[src/rtl/gjdc_pkg.sv]
// Types, constants and tables of the Gregorian date and Julian day number converter.
// Depends on nothing; used by every module of the block.
package gjdc_pkg;

   localparam logic OP_DATE_TO_JDN = 1'b0;
   localparam logic OP_JDN_TO_DATE = 1'b1;

   localparam logic [15:0] YEAR_LAST = 16'd9999;
   localparam logic [22:0] JDN_FIRST = 23'd1721426;
   localparam logic [22:0] JDN_LAST = 23'd5373484;
   localparam logic [22:0] JDN_DAY_ZERO = 23'd1721119;

   localparam logic [13:0] YEAR_BIAS = 14'd4800;
   localparam logic [23:0] JDN_EPOCH_OFFSET = 24'd32045;
   localparam logic [8:0] DAYS_PER_YEAR = 9'd365;
   localparam logic [17:0] DAYS_PER_CENT = 18'd146097;
   localparam logic [10:0] DAYS_PER_QUAD = 11'd1461;
   localparam logic [7:0] DAYS_PER_FIVE_MONTHS = 8'd153;

   // Reciprocals, each scaled by the power of two named beside it.
   localparam logic [13:0] RECIP_100 = 14'd10486;    // 2^20 / 100, also 2^22 / 400
   localparam logic [6:0] RECIP_CENT = 7'd114;       // 2^24 / 146097, low by at most one
   localparam logic [13:0] RECIP_QUAD = 14'd11483;   // 2^24 / 1461, low by at most one
   localparam logic [12:0] RECIP_153 = 13'd6854;     // 2^20 / 153, exact here
   localparam logic [7:0] RECIP_5 = 8'd205;          // 2^10 / 5, exact here

   localparam logic [2:0] SUNDAY = 3'd1;
   localparam logic [2:0] SATURDAY = 3'd7;

   localparam int unsigned TRAIL_DEPTH = 6;

   typedef struct packed {
      logic op;
      logic [15:0] year_in;
      logic [3:0] month_in;
      logic [4:0] day_in;
      logic [22:0] day_number_in;
   } req_type;

   typedef struct packed {
      logic [22:0] day_number_out;
      logic [13:0] year_out;
      logic [3:0] month_out;
      logic [4:0] day_out;
      logic [2:0] weekday;
      logic is_business_day;
      logic range_error;
   } rsp_type;

   typedef struct packed {
      logic [22:0] jdn;
      logic err;
   } jdn_word_type;

   typedef struct packed {
      logic [22:0] jdn;
      logic [2:0] rem;
      logic err;
   } trail_type;

   // Days before the first of a March-based month: (153 * m + 2) / 5.
   function automatic logic [8:0] month_offset(input logic [3:0] m);
      logic [8:0] days;
      case (m)
         4'd0: days = 9'd0;
         4'd1: days = 9'd31;
         4'd2: days = 9'd61;
         4'd3: days = 9'd92;
         4'd4: days = 9'd122;
         4'd5: days = 9'd153;
         4'd6: days = 9'd184;
         4'd7: days = 9'd214;
         4'd8: days = 9'd245;
         4'd9: days = 9'd275;
         4'd10: days = 9'd306;
         4'd11: days = 9'd337;
         4'd12: days = 9'd367;
         default: days = 9'd0;
      endcase
      return days;
   endfunction

endpackage

[src/rtl/gjdc_date_to_jdn.sv]
// Two pipeline stages that turn a request word into a Julian day number and a range flag.
// Depends on gjdc_pkg.
module gjdc_date_to_jdn (
   input logic clock,
   input logic reset,
   input logic in_valid,
   input gjdc_pkg::req_type in_data,
   output logic out_valid,
   output gjdc_pkg::jdn_word_type out_word
);

   logic march_shift;
   logic [14:0] y_sum;
   logic [4:0] m_sum;
   logic err_date;
   logic err_jdn;

   logic s1_valid_ff, s1_valid_in;
   logic s1_op_ff, s1_op_in;
   logic s1_err_ff, s1_err_in;
   logic [13:0] s1_y_ff, s1_y_in;
   logic [27:0] s1_prod_ff, s1_prod_in;
   logic [8:0] s1_offset_ff, s1_offset_in;
   logic [4:0] s1_day_ff, s1_day_in;
   logic [22:0] s1_jin_ff, s1_jin_in;

   logic [23:0] jdn_sum;
   logic s2_valid_ff, s2_valid_in;
   gjdc_pkg::jdn_word_type s2_word_ff, s2_word_in;

   always_comb begin
      march_shift = (in_data.month_in <= 4'd2);
      y_sum = 15'(in_data.year_in[13:0]) + 15'(gjdc_pkg::YEAR_BIAS) - 15'(march_shift);
      m_sum = 5'(in_data.month_in) + (march_shift ? 5'd12 : 5'd0) - 5'd3;
      err_date = (in_data.year_in == 16'd0) || (in_data.year_in > gjdc_pkg::YEAR_LAST);
      err_jdn = (in_data.day_number_in < gjdc_pkg::JDN_FIRST) ||
                (in_data.day_number_in > gjdc_pkg::JDN_LAST);
      s1_valid_in = in_valid;
      s1_op_in = in_data.op;
      s1_err_in = (in_data.op == gjdc_pkg::OP_JDN_TO_DATE) ? err_jdn : err_date;
      s1_y_in = y_sum[13:0];
      s1_prod_in = 28'(y_sum[13:0]) * 28'(gjdc_pkg::RECIP_100);
      s1_offset_in = gjdc_pkg::month_offset(m_sum[3:0]);
      s1_day_in = in_data.day_in;
      s1_jin_in = in_data.day_number_in;
   end

   always_comb begin
      jdn_sum = 24'(s1_day_ff) + 24'(s1_offset_ff)
              + 24'(s1_y_ff) * 24'(gjdc_pkg::DAYS_PER_YEAR)
              + 24'(s1_y_ff[13:2])
              - 24'(s1_prod_ff[27:20])
              + 24'(s1_prod_ff[27:22])
              - gjdc_pkg::JDN_EPOCH_OFFSET;
      s2_valid_in = s1_valid_ff;
      s2_word_in.jdn = (s1_op_ff == gjdc_pkg::OP_JDN_TO_DATE) ? s1_jin_ff : jdn_sum[22:0];
      s2_word_in.err = s1_err_ff;
   end

   always_ff @(posedge clock) begin
      if (reset) begin
         s1_valid_ff <= 1'b0;
         s2_valid_ff <= 1'b0;
      end else begin
         s1_valid_ff <= s1_valid_in;
         s2_valid_ff <= s2_valid_in;
      end
   end

   always_ff @(posedge clock) begin
      s1_op_ff <= s1_op_in;
      s1_err_ff <= s1_err_in;
      s1_y_ff <= s1_y_in;
      s1_prod_ff <= s1_prod_in;
      s1_offset_ff <= s1_offset_in;
      s1_day_ff <= s1_day_in;
      s1_jin_ff <= s1_jin_in;
      s2_word_ff <= s2_word_in;
   end

   assign out_valid = s2_valid_ff;
   assign out_word = s2_word_ff;

endmodule

[src/rtl/gjdc_jdn_to_date.sv]
// Seven pipeline stages that split a Julian day number into date, weekday and flags.
// Depends on gjdc_pkg.
module gjdc_jdn_to_date (
   input logic clock,
   input logic reset,
   input logic in_valid,
   input gjdc_pkg::jdn_word_type in_word,
   output logic out_strobe,
   output gjdc_pkg::rsp_type out_data
);

   logic valid_ff [gjdc_pkg::TRAIL_DEPTH];
   gjdc_pkg::trail_type trail_ff [gjdc_pkg::TRAIL_DEPTH];
   gjdc_pkg::trail_type trail_in;

   logic [23:0] wd_base;
   logic [5:0] wd_sum1;
   logic [3:0] wd_sum2;
   logic [3:0] wd_sum3;
   logic [22:0] j_in;
   logic [30:0] cent_prod;
   logic [23:0] p1_x_ff, p1_x_in;
   logic [6:0] p1_q_ff, p1_q_in;

   logic [24:0] cent_rem;
   logic [6:0] p2_cent_ff, p2_cent_in;
   logic [17:0] p2_r_ff, p2_r_in;

   logic [17:0] quad_x;
   logic [31:0] quad_prod;
   logic [17:0] p3_x2_ff, p3_x2_in;
   logic [6:0] p3_yq_ff, p3_yq_in;
   logic [6:0] p3_cent_ff;

   logic [17:0] quad_rem;
   logic [10:0] day_of_year;
   logic [8:0] p4_d3_ff, p4_d3_in;
   logic [6:0] p4_yy_ff, p4_yy_in;
   logic [6:0] p4_cent_ff;

   logic [10:0] five_x;
   logic [23:0] month_prod;
   logic [10:0] p5_x3_ff, p5_x3_in;
   logic [3:0] p5_m_ff, p5_m_in;
   logic [13:0] p5_year_ff, p5_year_in;

   logic [10:0] month_rem;
   logic [7:0] p6_d4_ff, p6_d4_in;
   logic [3:0] p6_m_ff;
   logic [13:0] p6_year_ff;

   logic [14:0] day_prod;
   logic [2:0] wd;
   gjdc_pkg::rsp_type rsp_ff, rsp_in;
   logic strobe_ff;

   // Weekday: (jdn + 1) mod 7 by folding octal digits, since 8 is 1 mod 7.
   always_comb begin
      wd_base = 24'(in_word.jdn) + 24'd1;
      wd_sum1 = '0;
      for (int i = 0; i < 8; i++) begin
         wd_sum1 = wd_sum1 + 6'(wd_base[3*i +: 3]);
      end
      wd_sum2 = 4'(wd_sum1[5:3]) + 4'(wd_sum1[2:0]);
      wd_sum3 = 4'(wd_sum2[3]) + 4'(wd_sum2[2:0]);
      trail_in.jdn = in_word.jdn;
      trail_in.rem = (wd_sum3 >= 4'd7) ? 3'(wd_sum3 - 4'd7) : wd_sum3[2:0];
      trail_in.err = in_word.err;
      j_in = in_word.jdn - gjdc_pkg::JDN_DAY_ZERO;
      p1_x_in = {j_in[21:0], 2'b00} - 24'd1;
      cent_prod = 31'(p1_x_in) * 31'(gjdc_pkg::RECIP_CENT);
      p1_q_in = cent_prod[30:24];
   end

   // The quotient estimate is low by at most one, so one compare corrects it.
   always_comb begin
      cent_rem = 25'(p1_x_ff) - 25'(p1_q_ff) * 25'(gjdc_pkg::DAYS_PER_CENT);
      if (cent_rem >= 25'(gjdc_pkg::DAYS_PER_CENT)) begin
         p2_cent_in = p1_q_ff + 7'd1;
         p2_r_in = 18'(cent_rem - 25'(gjdc_pkg::DAYS_PER_CENT));
      end else begin
         p2_cent_in = p1_q_ff;
         p2_r_in = cent_rem[17:0];
      end
   end

   always_comb begin
      quad_x = {p2_r_ff[17:2], 2'b11};
      quad_prod = 32'(quad_x) * 32'(gjdc_pkg::RECIP_QUAD);
      p3_x2_in = quad_x;
      p3_yq_in = quad_prod[30:24];
   end

   always_comb begin
      quad_rem = p3_x2_ff - 18'(p3_yq_ff) * 18'(gjdc_pkg::DAYS_PER_QUAD);
      if (quad_rem >= 18'(gjdc_pkg::DAYS_PER_QUAD)) begin
         p4_yy_in = p3_yq_ff + 7'd1;
         day_of_year = 11'(quad_rem - 18'(gjdc_pkg::DAYS_PER_QUAD));
      end else begin
         p4_yy_in = p3_yq_ff;
         day_of_year = quad_rem[10:0];
      end
      p4_d3_in = 9'(day_of_year[10:2]) + 9'd1;
   end

   always_comb begin
      five_x = 11'(p4_d3_ff) * 11'd5 - 11'd3;
      month_prod = 24'(five_x) * 24'(gjdc_pkg::RECIP_153);
      p5_x3_in = five_x;
      p5_m_in = month_prod[23:20];
      p5_year_in = 14'(p4_cent_ff) * 14'd100 + 14'(p4_yy_ff);
   end

   always_comb begin
      month_rem = p5_x3_ff - 11'(p5_m_ff) * 11'(gjdc_pkg::DAYS_PER_FIVE_MONTHS);
      p6_d4_in = month_rem[7:0];
   end

   always_comb begin
      day_prod = 15'(p6_d4_ff) * 15'(gjdc_pkg::RECIP_5);
      wd = trail_ff[gjdc_pkg::TRAIL_DEPTH-1].rem + 3'd1;
      rsp_in = '0;
      if (trail_ff[gjdc_pkg::TRAIL_DEPTH-1].err) begin
         rsp_in.range_error = 1'b1;
      end else begin
         rsp_in.day_number_out = trail_ff[gjdc_pkg::TRAIL_DEPTH-1].jdn;
         rsp_in.day_out = day_prod[14:10] + 5'd1;
         if (p6_m_ff < 4'd10) begin
            rsp_in.month_out = p6_m_ff + 4'd3;
            rsp_in.year_out = p6_year_ff;
         end else begin
            rsp_in.month_out = p6_m_ff - 4'd9;
            rsp_in.year_out = p6_year_ff + 14'd1;
         end
         rsp_in.weekday = wd;
         rsp_in.is_business_day = (wd != gjdc_pkg::SUNDAY) && (wd != gjdc_pkg::SATURDAY);
      end
   end

   always_ff @(posedge clock) begin
      if (reset) begin
         for (int k = 0; k < gjdc_pkg::TRAIL_DEPTH; k++) begin
            valid_ff[k] <= 1'b0;
         end
         strobe_ff <= 1'b0;
      end else begin
         valid_ff[0] <= in_valid;
         for (int k = 1; k < gjdc_pkg::TRAIL_DEPTH; k++) begin
            valid_ff[k] <= valid_ff[k-1];
         end
         strobe_ff <= valid_ff[gjdc_pkg::TRAIL_DEPTH-1];
      end
   end

   always_ff @(posedge clock) begin
      trail_ff[0] <= trail_in;
      for (int k = 1; k < gjdc_pkg::TRAIL_DEPTH; k++) begin
         trail_ff[k] <= trail_ff[k-1];
      end
      p1_x_ff <= p1_x_in;
      p1_q_ff <= p1_q_in;
      p2_cent_ff <= p2_cent_in;
      p2_r_ff <= p2_r_in;
      p3_x2_ff <= p3_x2_in;
      p3_yq_ff <= p3_yq_in;
      p3_cent_ff <= p2_cent_ff;
      p4_d3_ff <= p4_d3_in;
      p4_yy_ff <= p4_yy_in;
      p4_cent_ff <= p3_cent_ff;
      p5_x3_ff <= p5_x3_in;
      p5_m_ff <= p5_m_in;
      p5_year_ff <= p5_year_in;
      p6_d4_ff <= p6_d4_in;
      p6_m_ff <= p5_m_ff;
      p6_year_ff <= p5_year_ff;
      rsp_ff <= rsp_in;
   end

   assign out_strobe = strobe_ff;
   assign out_data = rsp_ff;

endmodule

[src/rtl/gregorian_julian_day_converter_unit.sv]
// A result word is strobed at the end of the pipeline after start is taken.
// Throughput: one word per cycle; the nine-stage pipeline never stalls, busy is low in use.
// Reset is synchronous: it clears all valid bits, and busy is high in the cycle after
// a reset cycle. The receiver cannot stall, so each result is shown for one cycle only.
// Depends on gjdc_pkg, gjdc_date_to_jdn and gjdc_jdn_to_date.
module gregorian_julian_day_converter_unit (
   input logic clock,
   input logic reset,
   input logic start,
   output logic busy,
   input gjdc_pkg::req_type req_data,
   output logic rsp_strobe,
   output gjdc_pkg::rsp_type rsp_data
);

   logic busy_ff, busy_in;
   logic accept;
   logic mid_valid;
   gjdc_pkg::jdn_word_type mid_word;

   assign busy_in = reset;
   assign accept = start && !busy_ff;

   always_ff @(posedge clock) begin
      busy_ff <= busy_in;
   end

   gjdc_date_to_jdn u_date_to_jdn (
      .clock(clock),
      .reset(reset),
      .in_valid(accept),
      .in_data(req_data),
      .out_valid(mid_valid),
      .out_word(mid_word)
   );

   gjdc_jdn_to_date u_jdn_to_date (
      .clock(clock),
      .reset(reset),
      .in_valid(mid_valid),
      .in_word(mid_word),
      .out_strobe(rsp_strobe),
      .out_data(rsp_data)
   );

   assign busy = busy_ff;

endmodule

[config.mk]
export PLATFORM = sky130hd
export DESIGN_NAME = gregorian_julian_day_converter_unit
export DESIGN_NICKNAME = d
export VERILOG_FILES = /design/src/rtl/gjdc_pkg.sv /design/src/rtl/gjdc_date_to_jdn.sv /design/src/rtl/gjdc_jdn_to_date.sv /design/src/rtl/gregorian_julian_day_converter_unit.sv
export SDC_FILE = /design/constraint.sdc
export NUM_CORES = 2
export LEC_CHECK = 0
export BUFFER_PORTS_ARGS = -buffer_cell sky130_fd_sc_hd__buf_2
export CAP_MARGIN = 20
export CORE_ASPECT_RATIO = 1.75
export CORE_MARGIN = 1.5
export CORE_UTILIZATION = 40
export DETAILED_ROUTE_END_ITERATION = 8
export REMOVE_ABC_BUFFERS = 1
export SLEW_MARGIN = 10
export SYNTH_ARGS = -nofsm -noshare
export SYNTH_HDL_FRONTEND = slang
export SYNTH_HIERARCHICAL = 1
export SYNTH_SLANG_ARGS = --single-unit
[constraint.sdc]
create_clock -name clock -period 17.9 [get_ports clock]
set_input_delay 0.895 -clock clock [delete_from_list [all_inputs] [get_ports clock]]
set_output_delay 0.895 -clock clock [all_outputs]
set_load 0.01 [all_outputs]
* After elaboration in Yosys (flattened, before gate mapping)
Memory sizes are Yosys's and may differ from the RTL's. A register that Yosys moved wholly into a read port is not among the register bits. Index checks and enable logic that the tools add are counted.
Operators by class: add/sub/neg operators 38, $mul 11, order comparisons 8, equal/unequal tests 2, multiplexer cells 19, bitwise operators 6, reduce and logical (&&, ||, !) cells 6
Operator list (number):
- 6-bit by 3-bit adder with 6-bit output | 6
- 18-bit 2-to-1 mux | 2
- 18-bit by 14-bit multiplier with 31-bit output (second input constant) | 1
- 24-bit by 6-bit multiplier with 30-bit output (second input constant) | 1
- 14-bit by 13-bit multiplier with 27-bit output (second input constant) | 1
- 25-bit by 18-bit greater-or-equal comparator with 1-bit output (second input constant) | 1
- 7-bit by 18-bit multiplier with 25-bit output (second input constant) | 1
- 24-bit by 25-bit subtractor with 25-bit output | 1
- 23-bit by 1-bit adder with 24-bit output (second input constant) | 1
- 24-bit by 1-bit subtractor with 24-bit output (second input constant) | 1
- 23-bit by 12-bit adder with 23-bit output | 1
- 23-bit adder | 1
- 23-bit by 6-bit adder with 23-bit output | 1
- 23-bit > comparator (second input constant) | 1
- 23-bit by 21-bit < comparator with 1-bit output (second input constant) | 1
- 11-bit by 12-bit multiplier with 23-bit output (second input constant) | 1
- 14-bit by 9-bit multiplier with 23-bit output (second input constant) | 1
- 23-bit 2-to-1 mux | 1
- 23-bit by 15-bit subtractor with 23-bit output (second input constant) | 1
- 23-bit by 8-bit subtractor with 23-bit output | 1
- 22-bit by 21-bit subtractor with 22-bit output (second input constant) | 1
- 18-bit by 11-bit greater-or-equal comparator with 1-bit output (second input constant) | 1
- 7-bit by 11-bit multiplier with 18-bit output (second input constant) | 1
- 18-bit subtractor | 1
- 40 further kinds | 60
Word-level totals: bits in registers 310, memory bits (writable) 168, bits in read-only memories 144, bits of input ports 52, output and inout port bits 53, logic and storage cells 127, memories kept 3
Memories:
- u_jdn_to_date.trail_ff | depth 6, width 27, read ports 6, clocked after memory_dff 0, wr ports 6, line gjdc_jdn_to_date.sv:13 | gjdc_pkg::trail_type trail_ff [gjdc_pkg::TRAIL_DEPTH];
- (name not given) | depth 16, width 9, read ports 1, clocked after memory_dff 1, wr ports 0, line gjdc_pkg.sv:64 | case (m)
- u_jdn_to_date.valid_ff | depth 6, width 1, read ports 6, clocked after memory_dff 1, wr ports 6, line gjdc_jdn_to_date.sv:12 | logic valid_ff [gjdc_pkg::TRAIL_DEPTH];

* Depth between registers and ports, before layout
depth after elaboration 12, depth in mapped cells 34, depth with buffers taken out 34

* Cells and area by module
Netlist, hierarchy kept.
Modules (own cells, without submodules):
- gjdc_jdn_to_date | times used 1, cells an instance 2782, area an instance 28308.4 µm², sequential area each 7527.2 µm²
- gjdc_date_to_jdn | times used 1, cells an instance 1072, area an instance 10721.5 µm², sequential area each 1741.7 µm²
- gregorian_julian_day_converter_unit | times used 1, cells an instance 2, area an instance 33.8 µm², sequential area each 20.0 µm²

* Worst setup path after synthesis
OpenSTA, ideal clock, no wires.
kind in2reg, start input req_data[29] in the netlist's numbering, end register u_date_to_jdn.s1_prod_ff[27], setup time 0.072 ns, arrival 7.567 ns, required time 17.828 ns, path slack 10.261 ns, stages 31, path buffers 1, cells stage by stage clkbuf_1 > nand2_1 > nand2_1 > o21ai_0 > ha_1 > inv_1 > ha_1 > inv_1 > fa_1 > o21bai_1 > a21oi_2 > o21bai_2 > a211oi_1 > or2_2 > xnor2_1 > inv_1 > fa_1 > ha_1 > fa_1 > fa_1 > inv_1 > fa_1 > inv_1 > ha_1 > and3_1 > and3_1 > o221ai_1 > nand4_1 > and3_1 > o41ai_1 > xnor2_1
On the way: cells in the longest elaborated chain, start to end 3
Ends and longest elaborated chain:
- from (decl) | line gregorian_julian_day_converter_unit.sv:11 | input gjdc_pkg::req_type req_data,
- 4-bit by 2-bit <= comparator with 1-bit output | line gjdc_date_to_jdn.sv:32 | march_shift = (in_data.month_in <= 4'd2);
- 14-bit by 1-bit subtractor with 14-bit output | line gjdc_date_to_jdn.sv:33 | y_sum = 15'(in_data.year_in[13:0]) + 15'(gjdc_pkg::YEAR_BIAS) - 15'(march_shift);
- named net u_date_to_jdn.y_sum[11] | line gjdc_date_to_jdn.sv:13 | logic [14:0] y_sum;
- 14-bit by 13-bit multiplier with 27-bit output | line gjdc_date_to_jdn.sv:42 | s1_prod_in = 28'(y_sum[13:0]) * 28'(gjdc_pkg::RECIP_100);
- named net u_date_to_jdn.s1_prod_in[27] | line gjdc_date_to_jdn.sv:22 | logic [27:0] s1_prod_ff, s1_prod_in;
- to (signal assigned) | line gjdc_date_to_jdn.sv:74 | s1_prod_ff <= s1_prod_in;
- to (decl) | line gjdc_date_to_jdn.sv:22
The timed path passes the listed nets, and every way through them passes these cells. A chain may end at the register's enable or synchronous reset.

* Final worst setup path
start input req_data[30] in the netlist's numbering, end register u_date_to_jdn.s1_prod_ff[27]
The elaborated chain is that of the path after synthesis.

==> impl_results.md <==
* Vias in the first global route at 28000
* DR pass1 iterations at 5
* Endpoints failing setup at 0
* Synth Instances at roughly 3900
* Main flop type after synthesis: dfxtp_1
* Worst setup EP type: register
* Fraction of layout instances using a drive strength above 1 at under 10%
* FFs w/ async S/R, synth at 0%
* Max_slew headroom at 31.5%
* Hold Buf Count CTS at 0
* Clock Path Buffers at 3
* HP Class: register to register
* Core area at 0.0967 mm²
* Clock Sinks at ~460
* # H-tree levels at 2
* Worst Path Buf+Inv at 7
* Cell family with most CP delay: adder cells
* Final Cycle Share at 42.5%
* Post-synthesis area per instance at 10.1 µm²
* Yosys cell types at between 100 and 150
* WL final at 84300 µm
* Setup TNS at 0 ns
* CP Launch Type: input pin
* Final Net Count at 5166
* Clock transition at path regs at 0.06 ns
* Cts bufs inserted at 46
* Die H at 416 µm
* Clk_skew at between 0.02 and 0.025 ns
* Overall fraction of global-route tracks in use at 17.8%
* Crit path largest cell delay at 0.55 ns
* Drc violations at 0
* Endpoints failing hold at 0
* EDFF count, synth at 0
* CTS tree: built
* Vias at 25400
* CP most frequent cell: inv_1
* Initial antenna violation count at 0
* # IOs at 105
* Multi-input logic area at between 0.02 and 0.03 mm²
* Vias/cell at 4.78
* Synthesized area at between 0.03 and 0.04 mm²
* Largest net degree at the start of global routing at 52
* Skew-Pair Late Insertion Delay at approximately 0.62 ns
* Final worst slack at between 10 and 15 ns
* Sequential share of the synthesized area at 23.8%
* FMAX at around 0.13 GHz
* Hpwl dp at 73300 µm
* Status: complete, no violations
* Max-Cap Viols at 0
* CTS-repair resized insts at 0
* Antenna cell count at 0
* Wirelength per Cell at approximately 16 µm
* Root Driver: clkbuf_16
* Critical path fanouts, max at 4
* Syn. warnings at 6
* Slew of the pin with the lowest slew margin at just over 1 ns
* Critical path required time at 18.46 ns
* Place WS at 9.56 ns
* First-pass GRT wire length at 139000 µm
* Initial core utilization at 40.4%
* Slew Limit Fails at 0
* Width of the die at 239 µm
* ANT nets after route at 0
* Fin crit period at between 7 and 8 ns
* Arrival time at the worst endpoint at 8.17 ns
* Slowest stage cell, crit path: fa_1
* Placement row count at ~150
* FILL cells at ~9400
* RD Place Congestion at 0.877
* Starting DRT DRC Count at approximately 870
* Port bufs at 104
* Die Area at 0.0996 mm²
* RSZ-0062 raised after global routing: false
* Post-CTS Setup Bufs at 0
* Remaining Overflow, GRT at 0
* Synth-to-layout area growth at 9.33%
* FF+latch area at 0.00929 mm²
* CP Class: input pin to register
* #FFs+latches synth at 464
state kept, by name, summed over array words and instances, names as in the netlist, 9 cells and up:
name	cells
u_jdn_to_date/out_data	51
u_date_to_jdn/s1_offset_ff	9
u_jdn_to_date/p6_year_ff	14
u_jdn_to_date/p4_d3_ff	9
u_date_to_jdn/out_word	24
u_date_to_jdn/s1_jin_ff	23
u_jdn_to_date/trail_ff	162
u_jdn_to_date/p5_year_ff	14
u_date_to_jdn/s1_y_ff	14
u_jdn_to_date/p1_x_ff	21
u_jdn_to_date/p3_x2_ff	16
u_jdn_to_date/p2_r_ff	16
Yosys cell counts, types with 37 or more instances:
| cell | number | area share [%] |
|---|---|---|
| inv_1 | 897 | 8.6 |
| ha_1 | 703 | 23 |
| dfxtp_1 | 464 | 24 |
| fa_1 | 447 | 23 |
| xnor2_1 | 160 | 3.6 |
| nor2_1 | 149 | 1.4 |
| nand2_1 | 117 | 1.1 |
| a21oi_1 | 110 | 1.4 |
| xor2_1 | 99 | 2.2 |
| o21ai_0 | 88 | 1.1 |
| a21o_1 | 56 | 1.1 |
| nor2b_1 | 53 | 0.85 |
| clkbuf_1 | 37 | 0.36 |
stage by stage:
step                hold slack, ns  std cells  area (µm²)  util [%]
CTS                          0.322       5302       42700      44.2
floorplan                    0.310       3809       38900         -
global route                 0.324       5302       42700      44.2
global placement             0.310       5216       41000      42.4
finish                       0.320       5302       42700      44.2
detailed placement           0.312       5216       41000      42.4
layout make-up:
cell class                 count  area share [%]
clock inverter                30            1.06
sequential                   464            21.8
timing repair buffer         107            1.27
inverter                     898            7.89
multi-input combinational   2447            61.4
clock buffer                  56            2.83
tap                         1300            3.81
layout by cell type, fill, tap and decap left out, types with 7 or more instances in the layout:
master     synthesis  routed
a211o_1            7       7
a211oi_1          18      18
a21boi_0           8       8
a21o_1            56      56
a21oi_1          110     110
a31oi_1           18      18
and2_1            14      14
and3_1            24      24
buf_2              6     104
bufinv_16          0       7
clkbuf_1          37       8
clkbuf_16          0      46
dfxtp_1          464     463
fa_1             447     447
ha_1             703     703
inv_1            897     897
mux2i_1           11      11
nand2_1          117     117
nand2b_1          19      19
nand3_1           33      33
nand4_1           34      34
nor2_1           149     149
nor2b_1           53      53
nor3_1            35      35
o211ai_1          16      16
o21a_1            30      30
o21ai_0           88      88
o21ai_1           19      19
o21bai_1          24      24
o22ai_1            9       9
o31a_1             7       7
o31ai_1            7       7
or2_2             10      10
xnor2_1          160     160
xor2_1            99      99
worst paths after layout:
| kind | start | endpoint | slack (ns) | cells past startpoint |
|---|---|---|---|---|
| worst min-delay path | u_jdn_to_date/trail_ff[2][4]$_DFF_P_ | u_jdn_to_date/trail_ff[3][4]$_DFF_P_ | 0.32 | 0 |
| worst max register to register | u_jdn_to_date/p4_d3_ff[0]$_DFF_P_ | u_jdn_to_date/p5_m_ff[3]$_DFF_P_ | 10.43 | 30 |
| worst min register to register | u_jdn_to_date/trail_ff[2][4]$_DFF_P_ | u_jdn_to_date/trail_ff[3][4]$_DFF_P_ | 0.32 | 0 |
| worst max-delay path | req_data[30] | u_date_to_jdn/s1_prod_ff[27]$_DFF_P_ | 10.29 | 33 |
layer usage:
metal / track usage (%) / routed length (µm) / vias to the layer above
met5: 0 / 0 / -
met4: 8.59 / 4440 / 0
li1: - / - / 12500
met1: 17.0 / 29100 / 12300
met3: 1.60 / 1780 / 182
met2: 36.7 / 49000 / 356
cell families after synthesis:
group,Yosys count,share of synthesized area (%)
AO/OA/AOI/OAI,486,8.44
XOR/XNOR,262,5.95
adder cells (fa/ha/maj),1151,45.5
buffers and inverters,945,9.10
flip-flops,464,23.8
multiplexers,18,0.493
AND/OR/NAND/NOR,530,6.79
Power is not shown: default switching activity piles up to over one toggle a cycle in this logic, so the estimate is an artifact.
